File: src/rtl/core/assert_macros.svh
// Assertion macros shared by the RTL of the Lua comment and string blanker.
// No dependencies; included by the files that carry assertions.
`ifndef ASSERT_MACROS_SVH
`define ASSERT_MACROS_SVH

// Clocked check, switched off while reset is held.
`define ASSERT_CLK(lbl, clk, rst_n, prop, msg) \
  lbl: assert property (@(posedge clk) disable iff (!rst_n) (prop)) else $error(msg);

// Clocked check that also holds during reset.
`define ASSERT_ALWAYS(lbl, clk, prop, msg) \
  lbl: assert property (@(posedge clk) (prop)) else $error(msg);

`endif

File: src/rtl/core/lcsb_pkg.sv
// Shared types and constants for the Lua comment and string blanker.
// No dependencies; imported by every module of the block.
package lcsb_pkg;

  localparam int CHAR_W        = 8;   // width of a character on the streams
  localparam int CHAR_BITS_DEF = 8;   // significant bits of an input character
  localparam int OQ_DEPTH      = 4;   // result queue entries
  localparam int OQ_PTR_W      = $clog2(OQ_DEPTH);
  localparam int OQ_CNT_W      = $clog2(OQ_DEPTH + 1);

  localparam logic [CHAR_W-1:0] CH_DQ    = CHAR_W'(8'h22);
  localparam logic [CHAR_W-1:0] CH_SQ    = CHAR_W'(8'h27);
  localparam logic [CHAR_W-1:0] CH_BSL   = CHAR_W'(8'h5C);
  localparam logic [CHAR_W-1:0] CH_DASH  = CHAR_W'(8'h2D);
  localparam logic [CHAR_W-1:0] CH_LBR   = CHAR_W'(8'h5B);
  localparam logic [CHAR_W-1:0] CH_RBR   = CHAR_W'(8'h5D);
  localparam logic [CHAR_W-1:0] CH_NL    = CHAR_W'(8'h0A);
  localparam logic [CHAR_W-1:0] CH_SPACE = CHAR_W'(8'h20);

  // Results of one scanned character: zero, one or two output characters.
  typedef struct packed {
    logic [1:0]        cnt;
    logic [CHAR_W-1:0] ch0;
    logic [CHAR_W-1:0] ch1;
    logic              last;   // text ends with the last of these results
  } scan_res_t;

endpackage

File: src/rtl/core/lua_comment_string_blanker.sv
// Top level of the Lua comment and string blanker: input register, scanner, result queue.
// Depends on lcsb_pkg, lcsb_scan and lcsb_outq.
//
// Use: Lua source enters one character per transaction on the in_ stream;
// in_tlast marks the final character of a text. The out_ stream returns the
// same text with every string literal and comment turned into spaces, while
// newlines always pass through. A lone '-' is held back until the next
// character shows whether it opens a comment, so one input character gives
// zero, one or two output characters; out_tlast marks the final output of a
// text, after which the lexer state returns to normal text.
// Path: a character accepted on in_ is registered in the input register,
// scanned once the result queue has room, written into the queue and then shown on out_tdata.
// Throughput: one character per cycle while out_tready is high, set by the combinational scanner
// and the one-entry-per-cycle read port of the four-entry result queue; a character
// that yields two results holds the output side back for an extra entry.
// Stall: when out_tready is low the queue fills; once fewer than two entries
// are free the scanner stops and in_tready falls after the input register
// fills. Nothing is dropped.
// Reset: rst_n low (synchronous) empties the queue and input register and
// puts the lexer in normal text mode.
module lua_comment_string_blanker
  import lcsb_pkg::*;
#(
  parameter int CHAR_BITS = CHAR_BITS_DEF   // significant bits of an input character
) (
  input  logic              clk,
  input  logic              rst_n,
  // input character stream
  input  logic              in_tvalid,
  output logic              in_tready,
  input  logic [CHAR_W-1:0] in_tdata,    // [7:0] in_char
  input  logic              in_tlast,    // in_last
  // blanked character stream
  output logic              out_tvalid,
  input  logic              out_tready,
  output logic [CHAR_W-1:0] out_tdata,   // [7:0] out_char
  output logic              out_tlast    // out_last
);

  logic              in_vld_r, in_vld_nxt;
  logic [CHAR_W-1:0] in_char_r;
  logic              in_last_r;
  logic              in_take;   // input transaction this cycle
  logic              fire;      // held character goes through the scanner
  logic              q_space;
  scan_res_t         scan_res;

  assign fire       = in_vld_r && q_space;
  assign in_tready  = !in_vld_r || q_space;
  assign in_take    = in_tvalid && in_tready;
  assign in_vld_nxt = in_take || (in_vld_r && !fire);

  // input register: valid under reset, payload loaded on each transaction
  always_ff @(posedge clk) begin
    if (!rst_n) begin
      in_vld_r <= 1'b0;
    end else begin
      in_vld_r <= in_vld_nxt;
    end
  end

  always_ff @(posedge clk) begin
    if (in_take) begin
      in_char_r <= in_tdata;
      in_last_r <= in_tlast;
    end
  end

  lcsb_scan #(
    .CHAR_BITS (CHAR_BITS)
  ) u_scan (
    .clk     (clk),
    .rst_n   (rst_n),
    .fire    (fire),
    .in_char (in_char_r),
    .in_last (in_last_r),
    .res     (scan_res)
  );

  lcsb_outq u_outq (
    .clk       (clk),
    .rst_n     (rst_n),
    .push      (scan_res),
    .space     (q_space),
    .out_valid (out_tvalid),
    .out_ready (out_tready),
    .out_char  (out_tdata),
    .out_last  (out_tlast)
  );

endmodule

File: src/rtl/core/lcsb_scan.sv
// Lexer state and per-character blanking decision.
// Depends on lcsb_pkg.
module lcsb_scan
  import lcsb_pkg::*;
#(
  parameter int CHAR_BITS = CHAR_BITS_DEF
) (
  input  logic              clk,
  input  logic              rst_n,
  input  logic              fire,
  input  logic [CHAR_W-1:0] in_char,
  input  logic              in_last,
  output scan_res_t         res
);

  typedef enum logic [2:0] {
    MODE_NORMAL = 3'd0,
    MODE_DASH   = 3'd1,
    MODE_DASH2  = 3'd2,
    MODE_DASHBR = 3'd3,
    MODE_LINE   = 3'd4,
    MODE_BLOCK  = 3'd5,
    MODE_STRING = 3'd6
  } mode_t;

  localparam int KEEP_BITS = (CHAR_BITS < CHAR_W) ? CHAR_BITS : CHAR_W;
  localparam logic [CHAR_W-1:0] CHAR_MASK = CHAR_W'((32'd1 << KEEP_BITS) - 32'd1);

  mode_t             mode_r, mode_nxt;
  logic              quote_r, quote_nxt;   // open string used a single quote
  logic              esc_r, esc_nxt;
  logic              rbr_r, rbr_nxt;       // one ']' seen in a block comment
  logic [CHAR_W-1:0] c;
  logic [CHAR_W-1:0] quote_ch;

  // normal-text handling, also used after a held dash
  logic              nrm_put;
  logic [CHAR_W-1:0] nrm_ch;
  mode_t             nrm_mode;
  logic              nrm_quote;
  logic              nrm_esc;

  logic [1:0]        cnt;
  logic [CHAR_W-1:0] ch0, ch1;

  assign c        = in_char & CHAR_MASK;
  assign quote_ch = quote_r ? CH_SQ : CH_DQ;

  always_comb begin
    nrm_put   = 1'b1;
    nrm_ch    = c;
    nrm_mode  = MODE_NORMAL;
    nrm_quote = quote_r;
    nrm_esc   = esc_r;
    if (c == CH_DQ || c == CH_SQ) begin
      nrm_ch    = CH_SPACE;
      nrm_mode  = MODE_STRING;
      nrm_quote = (c == CH_SQ);
      nrm_esc   = 1'b0;
    end else if (c == CH_DASH && !in_last) begin
      nrm_put  = 1'b0;
      nrm_mode = MODE_DASH;
    end
  end

  always_comb begin
    cnt       = 2'd1;
    ch0       = CH_SPACE;
    ch1       = CH_SPACE;
    mode_nxt  = mode_r;
    quote_nxt = quote_r;
    esc_nxt   = esc_r;
    rbr_nxt   = rbr_r;
    case (mode_r)
      MODE_DASH: begin
        if (c == CH_DASH) begin
          cnt      = 2'd2;
          mode_nxt = MODE_DASH2;
        end else begin
          ch0       = CH_DASH;
          ch1       = nrm_ch;
          cnt       = nrm_put ? 2'd2 : 2'd1;
          mode_nxt  = nrm_mode;
          quote_nxt = nrm_quote;
          esc_nxt   = nrm_esc;
        end
      end
      MODE_DASH2, MODE_DASHBR: begin
        if (c == CH_NL) begin
          ch0      = CH_NL;
          mode_nxt = MODE_NORMAL;
        end else if (c == CH_LBR) begin
          if (mode_r == MODE_DASH2) begin
            mode_nxt = MODE_DASHBR;
          end else begin
            mode_nxt = MODE_BLOCK;
            rbr_nxt  = 1'b0;
          end
        end else begin
          mode_nxt = MODE_LINE;
        end
      end
      MODE_LINE: begin
        if (c == CH_NL) begin
          ch0      = CH_NL;
          mode_nxt = MODE_NORMAL;
        end
      end
      MODE_BLOCK: begin
        if (c == CH_NL) begin
          ch0     = CH_NL;
          rbr_nxt = 1'b0;
        end else if (c == CH_RBR) begin
          if (rbr_r) begin
            rbr_nxt  = 1'b0;
            mode_nxt = MODE_NORMAL;
          end else begin
            rbr_nxt = 1'b1;
          end
        end else begin
          rbr_nxt = 1'b0;
        end
      end
      MODE_STRING: begin
        if (esc_r) begin
          ch0     = (c == CH_NL) ? CH_NL : CH_SPACE;
          esc_nxt = 1'b0;
        end else if (c == CH_BSL) begin
          esc_nxt = 1'b1;
        end else if (c == quote_ch) begin
          mode_nxt = MODE_NORMAL;
        end else if (c == CH_NL) begin
          ch0      = CH_NL;
          mode_nxt = MODE_NORMAL;
        end
      end
      default: begin
        // normal text; unused codes fall back to it
        ch0       = nrm_ch;
        cnt       = nrm_put ? 2'd1 : 2'd0;
        mode_nxt  = nrm_mode;
        quote_nxt = nrm_quote;
        esc_nxt   = nrm_esc;
      end
    endcase
  end

  always_ff @(posedge clk) begin
    if (!rst_n || (fire && in_last)) begin
      mode_r  <= MODE_NORMAL;
      quote_r <= 1'b0;
      esc_r   <= 1'b0;
      rbr_r   <= 1'b0;
    end else if (fire) begin
      mode_r  <= mode_nxt;
      quote_r <= quote_nxt;
      esc_r   <= esc_nxt;
      rbr_r   <= rbr_nxt;
    end
  end

  always_comb begin
    res.cnt  = fire ? cnt : 2'd0;
    res.ch0  = ch0;
    res.ch1  = ch1;
    res.last = in_last;
  end

endmodule

File: src/rtl/core/lcsb_outq.sv
// Small result queue: takes up to two characters a cycle, gives one.
// Depends on lcsb_pkg and assert_macros.svh.
`include "assert_macros.svh"

module lcsb_outq
  import lcsb_pkg::*;
(
  input  logic              clk,
  input  logic              rst_n,
  input  scan_res_t         push,
  output logic              space,       // room for two more entries
  output logic              out_valid,
  input  logic              out_ready,
  output logic [CHAR_W-1:0] out_char,
  output logic              out_last
);

  typedef struct packed {
    logic [CHAR_W-1:0] ch;
    logic              last;
  } oq_entry_t;

  oq_entry_t             mem [OQ_DEPTH];
  logic [OQ_PTR_W-1:0]   wr_ptr_r, wr_ptr_nxt;
  logic [OQ_PTR_W-1:0]   rd_ptr_r, rd_ptr_nxt;
  logic [OQ_CNT_W-1:0]   count_r, count_nxt;
  logic                  pop;
  logic [OQ_PTR_W-1:0]   wr_ptr_p1;

  assign pop        = out_valid && out_ready;
  assign wr_ptr_p1  = wr_ptr_r + OQ_PTR_W'(1);
  assign wr_ptr_nxt = wr_ptr_r + OQ_PTR_W'(push.cnt);
  assign rd_ptr_nxt = rd_ptr_r + OQ_PTR_W'(pop);
  assign count_nxt  = count_r + OQ_CNT_W'(push.cnt) - OQ_CNT_W'(pop);

  assign space     = (count_r <= OQ_CNT_W'(OQ_DEPTH - 2));
  assign out_valid = (count_r != '0);
  assign out_char  = mem[rd_ptr_r].ch;
  assign out_last  = mem[rd_ptr_r].last;

  always_ff @(posedge clk) begin
    if (push.cnt != 2'd0) begin
      mem[wr_ptr_r] <= '{ch: push.ch0, last: push.last && (push.cnt == 2'd1)};
    end
    if (push.cnt == 2'd2) begin
      mem[wr_ptr_p1] <= '{ch: push.ch1, last: push.last};
    end
  end

  always_ff @(posedge clk) begin
    if (!rst_n) begin
      wr_ptr_r <= '0;
      rd_ptr_r <= '0;
      count_r  <= '0;
    end else begin
      wr_ptr_r <= wr_ptr_nxt;
      rd_ptr_r <= rd_ptr_nxt;
      count_r  <= count_nxt;
    end
  end

  `ASSERT_CLK(a_cnt_bound, clk, rst_n, count_r <= OQ_CNT_W'(OQ_DEPTH), "result queue overfilled")
  `ASSERT_CLK(a_push_room, clk, rst_n, (push.cnt != 2'd0) |-> space, "push without room")
  `ASSERT_CLK(a_no_three, clk, rst_n, push.cnt != 2'd3, "three results from one character")
  `ASSERT_CLK(a_ptr_gap, clk, rst_n, OQ_PTR_W'(wr_ptr_r - rd_ptr_r) == OQ_PTR_W'(count_r), "queue pointers and count disagree")

endmodule

File: config.mk
export PLATFORM = sky130hd
export DESIGN_NAME = lua_comment_string_blanker
export DESIGN_NICKNAME = d
export VERILOG_FILES = /design/src/rtl/core/lcsb_pkg.sv /design/src/rtl/core/lua_comment_string_blanker.sv /design/src/rtl/core/lcsb_scan.sv /design/src/rtl/core/lcsb_outq.sv
export VERILOG_INCLUDE_DIRS = /design/src /design/src/rtl/core
export SDC_FILE = /design/constraint.sdc
export NUM_CORES = 1
export LEC_CHECK = 0
export BUFFER_PORTS_ARGS = -buffer_cell sky130_fd_sc_hd__buf_2
export CAP_MARGIN = 5
export CORE_MARGIN = 2
export CORE_UTILIZATION = 58
export CTS_CLUSTER_SIZE = 10
export DETAILED_ROUTE_END_ITERATION = 6
export PLACE_DENSITY = 0.77
export SYNTH_ARGS = -nofsm -noshare
export SYNTH_HDL_FRONTEND = slang
export SYNTH_SLANG_ARGS = --single-unit
export TNS_END_PERCENT = 100
File: constraint.sdc
create_clock -name clk -period 5.1 [get_ports clk]
set_input_delay 0.255 -clock clk [delete_from_list [all_inputs] [get_ports clk]]
set_output_delay 0.255 -clock clk [all_outputs]
set_load 0.01 [all_outputs]
==> flow_metrics.py, run 1 <==
metrics = {
    "run_status": {
        "status": "completed",
    },
    "synth": {
        "ys_types": 53,
        "synth.yosys.warnings": 0,
        "syn_nets": 281,
        "yosysSeqAreaShare_pct": 51.8,
        "yosys_register_bits": 59,
        "synthFlopType": "edfxtp_1",
        "synth_edf_count": 45,
        "synth.avg_cell_area_um2": 12.1,
        "synth_top_area_share_pct": 42.9,
        "synthTopCellsByCount": "edfxtp_1 (45), a21oi_1 (22), and2_1 (17)",
        "syn_inst": 261,
        "yosys-top-cells-area": "edfxtp_1 (43%), dfxtp_1 (8.9%), mux4_2 (6.4%), a21oi_1 (3.5%), and2_1 (3.4%)",
        "syn_area_um2": 3150,
        "async_reset_ff_share_pct": 0,
        "yosys.area.top_type": "edfxtp_1",
        "synth_most_common_cell": "edfxtp_1",
    },
    "setup_path": {
        "required_ns": 5.33,
        "r2r-end": "u_outq.count_r[2]",
        "r2r-start": "in_char_r[0]",
        "end_kind": "flop",
        "worst_r2r_path_depth": 12,
        "cp.arrival_ns": 3.27,
        "reg2reg_slack_ns": 2.06,
        "worstSetupPathType": "flop to flop",
        "worstPathMaxFanout": 11,
        "cp-start-kind": "flop",
    },
    "layout": {
        "syn2layout_area_growth_pct": 11.7,
        "fin_util_pct": 68.0,
        "nFillCells": 390,
        "drive_above_1_share_pct": 20.1,
        "final_cells": 358,
        "num_antenna_cells": 0,
        "finalNetCount": 303,
        "final_area_um2": 3520,
    },
    "sta": {
        "setup_tns_ns": 0,
        "min_period_ns": 3.04,
        "clock_skew_ns": 0.0104,
        "period_share_pct": 59.6,
        "tightest_slew_ns": 1.01,
        "max_freq_mhz": 329,
        "setup_viol_count_final": 0,
        "rsz0062_at_grt": "false",
        "relSlewSlack_pct": 32.4,
        "hold_violations": 0,
        "drv_slew": 0,
    },
    "floorplan": {
        "core_area_um2": 5170,
        "design.die.area_um2": 6030,
        "die_w_um": 77.7,
        "io_pins": 24,
        "std_cell_rows": 26,
        "die_h_um": 77.7,
        "initial_core_util_pct": 60.9,
    },
    "global_route": {
        "gr-total-overflow": 0,
        "grt_start_max_net_pins": 14,
        "antenna_found_initial": 0,
        "use_met1_pct": 29.9,
        "grt_pass1_wl_um": 10600,
        "top_usage_layer": "met2",
        "grt_use_total_pct": 23.4,
        "grt.met3_usage_pct": 6.51,
        "grt_pass1_vias": 2111,
        "use_met2_pct": 37.9,
    },
    "hold_path": {
        "hp-class": "input pin to flop",
        "worstHoldEndpoint": "in_last_r",
        "min-delay-start": "in_tlast",
        "whs_path_depth": 1,
    },
    "pwr": {
        "finalPower_uw": 1590,
        "p_per_area_nw_per_um2": 453,
        "ir_worst_vdd_mv": 0.213,
        "leakage_uw": 0.00127,
    },
    "placement": {
        "gp_congestion": 0.944,
        "io_buffers": 23,
        "post_dp_cell_area_um2": 3280,
        "place_inst": 342,
        "hpwlAfterDp_um": 4550,
    },
    "clock_network": {
        "clkSinkCount": 59,
        "clock_latency_ns": 0.34,
        "postCtsSetupRepairBufs": 0,
        "cts-root-buf": "clkbuf_8",
        "cts_max_path_buffers": 2,
        "cts_buffers": 9,
        "ctsHoldBuffers": 0,
        "clk_pin_slew_ns": 0.07,
        "htreeDepth": 3,
        "cts_tree": "yes",
        "ctsResizeCount": 0,
    },
    "route": {
        "via_per_inst": 5.97,
        "routedWlPerCell_um": 17.9,
        "drc": 0,
        "drt_iter0_drc": 201,
        "routed_wl_um": 6400,
        "ant_nets": 0,
        "num_vias": 2138,
        "dr.pass1.iters": 4,
    },
    "flow_run": {
        "maxCapViolations": 0,
    },
}
[final cells by class]
class	instances	area [µm²]	share of cell area [%]
clock buffer	9	124	3.52
inverter	11	46.3	1.32
timing repair buffer	24	123	3.49
sequential	59	1630	46.4
multi-input combinational	178	1390	39.5
clock inverter	7	115	3.27
tap	70	87.6	2.49
[per-stage QoR]
stage	worst slack (ns)	hold slack, ns
2_1_floorplan	2.29	0.354
3_3_place_gp	2.16	0.432
3_5_place_dp	2.08	0.433
4_1_cts	2.07	0.0774
5_1_grt	1.86	0.0701
6_report	2.06	0.0911
[placed cells by master, fill, tap and decap left out, types with 9 or more instances in the layout]
master	instances
nor2_1	14
dfxtp_1	14
o21ai_0	10
a21oi_1	22
clkbuf_8	9
nor2b_1	9
o21a_1	9
inv_1	10
edfxtp_1	45
and2_1	17
mux4_2	9
buf_2	23
nand2_1	9
[where the power goes]
group / switching, µW / internal, µW
logic: 205 / 200
clock network: 193 / 324
registers: 72.9 / 597
[sequential cells by signal, summed over array words and instances, names as in the netlist, 2 cells and up]
name	flops
in_char_r	8
u_outq.count_r	3
u_outq.mem	36
u_outq.rd_ptr_r	2
u_outq.wr_ptr_r	2
u_scan.mode_r	3
[critical path: stages (launching register included)]
cell,delay (ns)
edfxtp_1,0.53
and4b_1,0.30
and2_1,0.20
a31oi_1,0.25
and2_1,0.27
inv_1,0.07
ha_1,0.28
inv_1,0.04
ha_1,0.20
fa_1,0.38
xnor2_1,0.19
xnor2_1,0.08
and2_1,0.15
[logic make-up after synthesis]
| family | count (synthesis) | synth area share, % |
|---|---|---|
| AOI/OAI and AO/OA | 63 | 13.0 |
| adders and majority gates | 7 | 3.02 |
| muxes | 16 | 8.66 |
| xor gates and xnor gates | 6 | 1.67 |
| buffers and inverters | 24 | 4.01 |
| and+or+nand+nor | 86 | 17.8 |
| DFF | 59 | 51.8 |
[how the worst max path moves through the flow]
stage	from	endpoint	cells past startpoint
finish	in_char_r[0]	u_outq.count_r[2]	12
global route	in_char_r[0]	u_outq.count_r[2]	12
CTS	in_char_r[0]	u_outq.count_r[2]	12
detailed placement	in_char_r[0]	u_outq.count_r[2]	12
global placement	in_char_r[0]	u_outq.count_r[2]	12
floorplan	in_char_r[0]	u_outq.count_r[2]	14
[per-layer routing]
layer	share of wire [%]	vias up
met5	0	-
met4	2.0	0
met3	5.2	12
met2	50	78
met1	43	1022
li1	-	1026
(Power assumes the default switching activity.)
==> inputs of run 2 (changes only) <==
ABC_AREA = 1   (was default)
clock period = 3.1 ns   (was 5.1 ns; I/O delays follow)
==> run 2 against run 1 <==
- critical path depth is 3 higher
- largest cell class unchanged
- sequential power is 54% higher
- hold slack worse by 0.051 ns
- die area is 1.4% higher
- worst setup slack worse by 1.7 ns
- fmax is 11% higher
- synthesized cell count is 49% higher
- design area is 4.1% higher
- utilization is 0.27 points lower
- combinational power is 85% higher
- sequential cell count stayed put
- clock skew is 0.0041 ns lower
==> flow_metrics.py, run 2 <==
metrics = {
    "layout": {
        "mostFrequentLayoutCells": "nand2_1 (96), nor2_1 (68), edfxtp_1 (45)",
        "final_cells": 501,
        "drive_above_1_share_pct": 14.5,
        "final_common_cell": "nand2_1",
        "num_antenna_cells": 0,
        "largest_reg_flops": 36,
        "finalNetCount": 444,
        "reg_top3": "u_outq.mem: 36 flops, in_char_r: 8 flops",
        "syn2layout_area_growth_pct": 14.6,
        "top_register": "u_outq.mem",
    },
    "clock_network": {
        "cts_tree": "yes",
        "htreeDepth": 3,
        "cts-root-buf": "clkbuf_8",
        "clkSinkCount": 59,
        "postCtsSetupRepairBufs": 0,
        "cts_max_path_buffers": 2,
        "clock_latency_ns": 0.34,
        "clk_pin_slew_ns": 0.06,
        "cts_buffers": 9,
    },
    "sta": {
        "setup_viol_count_final": 0,
        "clock_skew_ns": 0.00636,
        "drv_slew": 0,
        "max_freq_mhz": 366,
        "rsz0062_at_grt": "false",
        "min_period_ns": 2.73,
        "relSlewSlack_pct": 54.3,
        "period_share_pct": 88.0,
        "hold_violations": 0,
        "tightest_slew_ns": 0.683,
        "setup_tns_ns": 0,
    },
    "setup_path": {
        "cp-start-kind": "flop",
        "cp.arrival_ns": 2.95,
        "cp_cell_sequence": "nor2_1 > nand2_1 > nand2_1 > nor2_1 > nand3_1 > nand2_2 > nor2_2 > inv_1 > ha_1 > inv_1 > ha_1 > fa_1 > xor2_1 > o21ai_0 > a21oi_1",
        "r2r-start": "in_char_r[0]",
        "end_kind": "flop",
        "worst_r2r_path_depth": 15,
        "slowest_stage": "edfxtp_1",
        "required_ns": 3.32,
        "worstSetupStartpoint": "in_char_r[0]",
        "worstSetupPathType": "flop to flop",
        "worstPathMaxFanout": 7,
        "cp_slowest_stage_delay_ns": 0.49,
    },
    "route": {
        "dr.pass1.iters": 5,
        "drt_iter0_drc": 187,
        "drc": 0,
        "via_per_inst": 5.39,
        "routed_wl_um": 7060,
        "maxUsedRoutingLayer": "met4",
        "met3WireLength_um": 470,
        "ant_nets": 0,
        "num_vias": 2699,
        "routedWlPerCell_um": 14.1,
        "wl_met2_um": 3490,
        "drt-met1-wl_um": 2880,
    },
    "hold_path": {
        "whs_path_depth": 2,
        "min-delay-start": "in_tvalid",
        "hp-class": "input pin to flop",
    },
    "flow_run": {
        "maxCapViolations": 0,
    },
    "placement": {
        "io_buffers": 23,
        "gp_congestion": 0.900,
        "hpwlAfterDp_um": 4600,
        "place_inst": 476,
    },
    "floorplan": {
        "core_area_um2": 5410,
        "die_h_um": 78.2,
        "io_pins": 24,
        "initial_core_util_pct": 59.1,
        "std_cell_rows": 27,
        "design.die.area_um2": 6120,
        "die_w_um": 78.2,
    },
    "synth": {
        "yosys.area.top_type": "edfxtp_1",
        "synth_top_area_share_pct": 42.3,
        "synth.mux.area_fraction_pct": 0,
        "synth.yosys.warnings": 0,
        "yosysSeqAreaShare_pct": 51.1,
        "synthTopCellsByCount": "nand2_1 (96), nor2_1 (68), edfxtp_1 (45)",
        "synth_xor_area_share_pct": 0.274,
        "yosys-top-cells-area": "edfxtp_1 (42%), nand2_1 (11%), dfxtp_1 (8.8%), nor2_1 (8.0%), o21ai_0 (6.3%)",
        "synth-compound-area-share_pct": 12.3,
        "yosys.area_share.simple_pct": 26.8,
        "synth.avg_cell_area_um2": 8.21,
        "syn_inst": 389,
        "synthFlopType": "edfxtp_1",
        "yosys_register_bits": 59,
        "synthAdderAreaFrac_pct": 2.98,
        "syn_nets": 409,
        "async_reset_ff_share_pct": 0,
        "synth_edf_count": 45,
        "synth_top_family_by_area": "simple AND/OR/NAND/NOR gates",
        "ys_types": 31,
        "synth_most_common_cell": "nand2_1",
        "syn_area_um2": 3190,
    },
    "global_route": {
        "gr-total-overflow": 0,
        "grt_use_total_pct": 25.6,
        "antenna_found_initial": 0,
        "grt_start_max_net_pins": 21,
        "grt_pass1_wl_um": 11700,
        "grt_pass1_vias": 2516,
    },
    "pwr": {
        "leakage_uw": 0.00157,
        "ir_worst_vdd_mv": 0.444,
        "p_per_area_nw_per_um2": 687,
    },
    "run_status": {
        "status": "completed",
    },
}
-- run 2: logic make-up (layout without fill, tap and decap cells) --
group / Yosys count / after routing
AND/OR/NAND/NOR: 201 / 201
AO/OA/AOI/OAI: 70 / 70
flip-flops: 59 / 59
buffers and inverters: 51 / 91
adder cells (fa/ha/maj): 7 / 7
XOR/XNOR: 1 / 1
-- run 2: worst max-delay path: cells and delay by family, from the launching register on --
family          cells  cell delay, ns
buf+inv             2            0.10
fa+ha+maj           3            0.84
xor+xnor            1            0.18
simple gates        7            0.76
compound gates      2            0.25
flops               1            0.49
-- run 2: final cells by class --
class                   count  area (µm²)
fillers                   434        1740
flip-flops and latches     59        1630
multi-input cells         279        1350
repair buffers             34         220
clock buffers              12         165
inverters                  41         154
well taps                  72        90.1
clock inverters             4        47.5
-- run 2: metal layers --
layer,up-vias,track usage [%]
li1,1364,-
met3,22,4.60
met4,0,14.2
met1,1189,30.1
met5,-,0
met2,124,44.1
-- run 2: final timing paths --
check | to | slack, ns
max | u_outq.count_r[2] | 0.37
min | in_vld_r | 0.04
max reg2reg | u_outq.count_r[2] | 0.37
min reg2reg | u_outq.count_r[2] | 0.53
-- run 2: repair_timing --
item                                   4_1_cts  5_1_grt
hold buffers                                 9        0
gates resized for setup                      0        0
endpoints found under the hold margin        9        0
-- run 2: power breakdown --
group,switching [µW],internal [µW]
logic,480,269
registers,62.4,968
clock network,301,434
-- run 2: stage by stage --
stage	worst slack (ns)	hold slack, ns	total power (µW)	utilization, %	cell area (µm²)
final	0.371	0.0405	2520	67.7	3660
after floorplan	0.662	0.254	1560	-	3190
after detailed placement	0.457	0.333	1770	62.1	3360
after global routing	0.208	0.0600	2680	67.7	3660
after global placement	0.558	0.331	1750	62.1	3360
after CTS	0.402	0.0338	2520	67.7	3660
==> inputs of run 3 (changes only) <==
ABC_AREA = default   (was 1)
CORE_ASPECT_RATIO = 1.2   (was default)
clock period = 3.5 ns   (was 3.1 ns; I/O delays follow)
==> run 3 against run 2 <==
- hold slack worse by 0.028 ns
- count of clock-buffer cells in the layout did not move
- non-clock buffer count decreased by 8
- via count decreased by 22%
- clock skew up 0.0012 ns
- register-to-register slack improved by 0.03 ns
- highest routed layer unchanged
- design area decreased by 4.5%
- critical endpoint unchanged
- utilization down 1.3 points
- final cell count fell by 30%
==> flow_metrics.py, run 3 (synthesized netlist as in run 1, its figures left out) <==
metrics = {
    "layout": {
        "reg_top3": "u_outq.mem: 36 flops, in_char_r: 8 flops",
        "drive_above_1_share_pct": 21.0,
        "seq_area_um2": 1630,
        "finalNetCount": 305,
        "final_common_cell": "edfxtp_1",
        "largest_reg_flops": 36,
        "final_area_um2": 3500,
        "top_register": "u_outq.mem",
        "multi_input_area_um2": 1390,
        "mostFrequentLayoutCells": "edfxtp_1 (45), buf_2 (23), a21oi_1 (22)",
        "num_antenna_cells": 0,
        "syn2layout_area_growth_pct": 11.0,
        "nFillCells": 368,
    },
    "sta": {
        "drv_slew": 0,
        "setup_viol_count_final": 0,
        "clock_skew_ns": 0.00756,
        "setup_tns_ns": 0,
        "max_freq_mhz": 323,
        "min_period_ns": 3.10,
        "relSlewSlack_pct": 34.4,
        "tightest_slew_ns": 0.982,
        "hold_violations": 0,
        "rsz0062_at_grt": "false",
        "period_share_pct": 88.5,
    },
    "floorplan": {
        "initial_core_util_pct": 59.8,
        "std_cell_rows": 29,
        "die_w_um": 71.3,
        "die_h_um": 84.7,
        "design.die.area_um2": 6040,
        "core_area_um2": 5260,
        "io_pins": 24,
    },
    "clock_network": {
        "cts_tree": "yes",
        "htreeDepth": 3,
        "clk_pin_slew_ns": 0.06,
        "cts-root-buf": "clkbuf_8",
        "clkSinkCount": 59,
        "clock_latency_ns": 0.34,
        "cts_max_path_buffers": 2,
        "ctsHoldBuffers": 0,
        "postCtsSetupRepairBufs": 0,
        "cts_buffers": 9,
        "ctsResizeCount": 0,
    },
    "setup_path": {
        "cp-start-kind": "flop",
        "end_kind": "flop",
        "required_ns": 3.73,
        "worstPathMaxFanout": 11,
        "cp.arrival_ns": 3.33,
        "worstSetupPathType": "flop to flop",
    },
    "run_status": {
        "status": "completed",
    },
    "global_route": {
        "gr-total-overflow": 0,
        "grt_start_max_net_pins": 14,
        "grt_pass1_vias": 1996,
        "antenna_found_initial": 0,
        "grt_use_total_pct": 22.4,
        "grt_pass1_wl_um": 10200,
    },
    "hold_path": {
        "hp-class": "input pin to flop",
    },
    "flow_run": {
        "maxCapViolations": 0,
    },
    "route": {
        "via_per_inst": 5.95,
        "routed_wl_um": 6130,
        "dr.pass1.iters": 4,
        "routedWlPerCell_um": 17.4,
        "num_vias": 2096,
        "drt_iter0_drc": 149,
        "drc": 0,
        "ant_nets": 0,
    },
    "placement": {
        "hpwlAfterDp_um": 4480,
        "gp_congestion": 0.907,
        "io_buffers": 23,
        "post_dp_cell_area_um2": 3280,
    },
    "pwr": {
        "p_per_area_nw_per_um2": 628,
        "leakage_uw": 0.00127,
        "ir_worst_vdd_mv": 0.429,
    },
}
## run 3: final cells by class
| cell class | count | area share [%] |
|---|---|---|
| Clock inverter | 4 | 1.36 |
| Tap cell | 62 | 2.22 |
| Timing Repair Buffer | 26 | 3.94 |
| Clock buffer | 12 | 4.72 |
| Multi-Input combinational cell | 178 | 39.8 |
| Inverter | 11 | 1.32 |
| Sequential cell | 59 | 46.7 |
## run 3: per-layer routing
layer  routed length (µm)  track usage, %  up-vias
li1                     -               -     1037
met1                 2760            30.4      995
met2                 3050            35.3       56
met3                  241            5.16        8
met4                   80            8.23        0
met5                    0               0        -
## run 3: path summary, 6_finish.rpt
| kind | start | end | slack (ns) | depth (start not counted) |
|---|---|---|---|---|
| min | in_tdata[2] | in_char_r[2] | 0.01 | 1 |
| max reg2reg | in_char_r[0] | u_outq.count_r[2] | 0.40 | 12 |
| min reg2reg | u_scan.rbr_r | u_scan.rbr_r | 0.49 | 2 |
| max | in_char_r[0] | u_outq.count_r[2] | 0.40 | 12 |
## run 3: through the flow
stage / utilization (%) / total power, µW / std cells / hold WS [ns] / setup WS [ns]
global route: 66.4 / 2330 / 352 / 0.000377 / 0.245
finish: 66.4 / 2200 / 352 / 0.0127 / 0.403
floorplan: - / 1420 / 261 / 0.274 / 0.687
detailed placement: 62.4 / 1570 / 336 / 0.353 / 0.447
global placement: 62.4 / 1550 / 336 / 0.352 / 0.512
CTS: 66.4 / 2210 / 352 / 0.00327 / 0.411
## run 3: critical path, cell delays in order (launching register included)
cell and delay, ns:
edfxtp_1 0.55, and4b_1 0.30, and2_1 0.20, a31oi_1 0.27
and2_1 0.29, inv_1 0.07, ha_1 0.27, inv_1 0.04
ha_1 0.20, fa_1 0.38, xnor2_1 0.20, xnor2_1 0.08
and2_1 0.16
## run 3: report_power, final
group          switching, µW  internal (µW)  leakage, µW
combinational            290            288     0.000630
sequential               104            870     0.000532
clock                    261            384     0.000108
total                    654           1540      0.00127
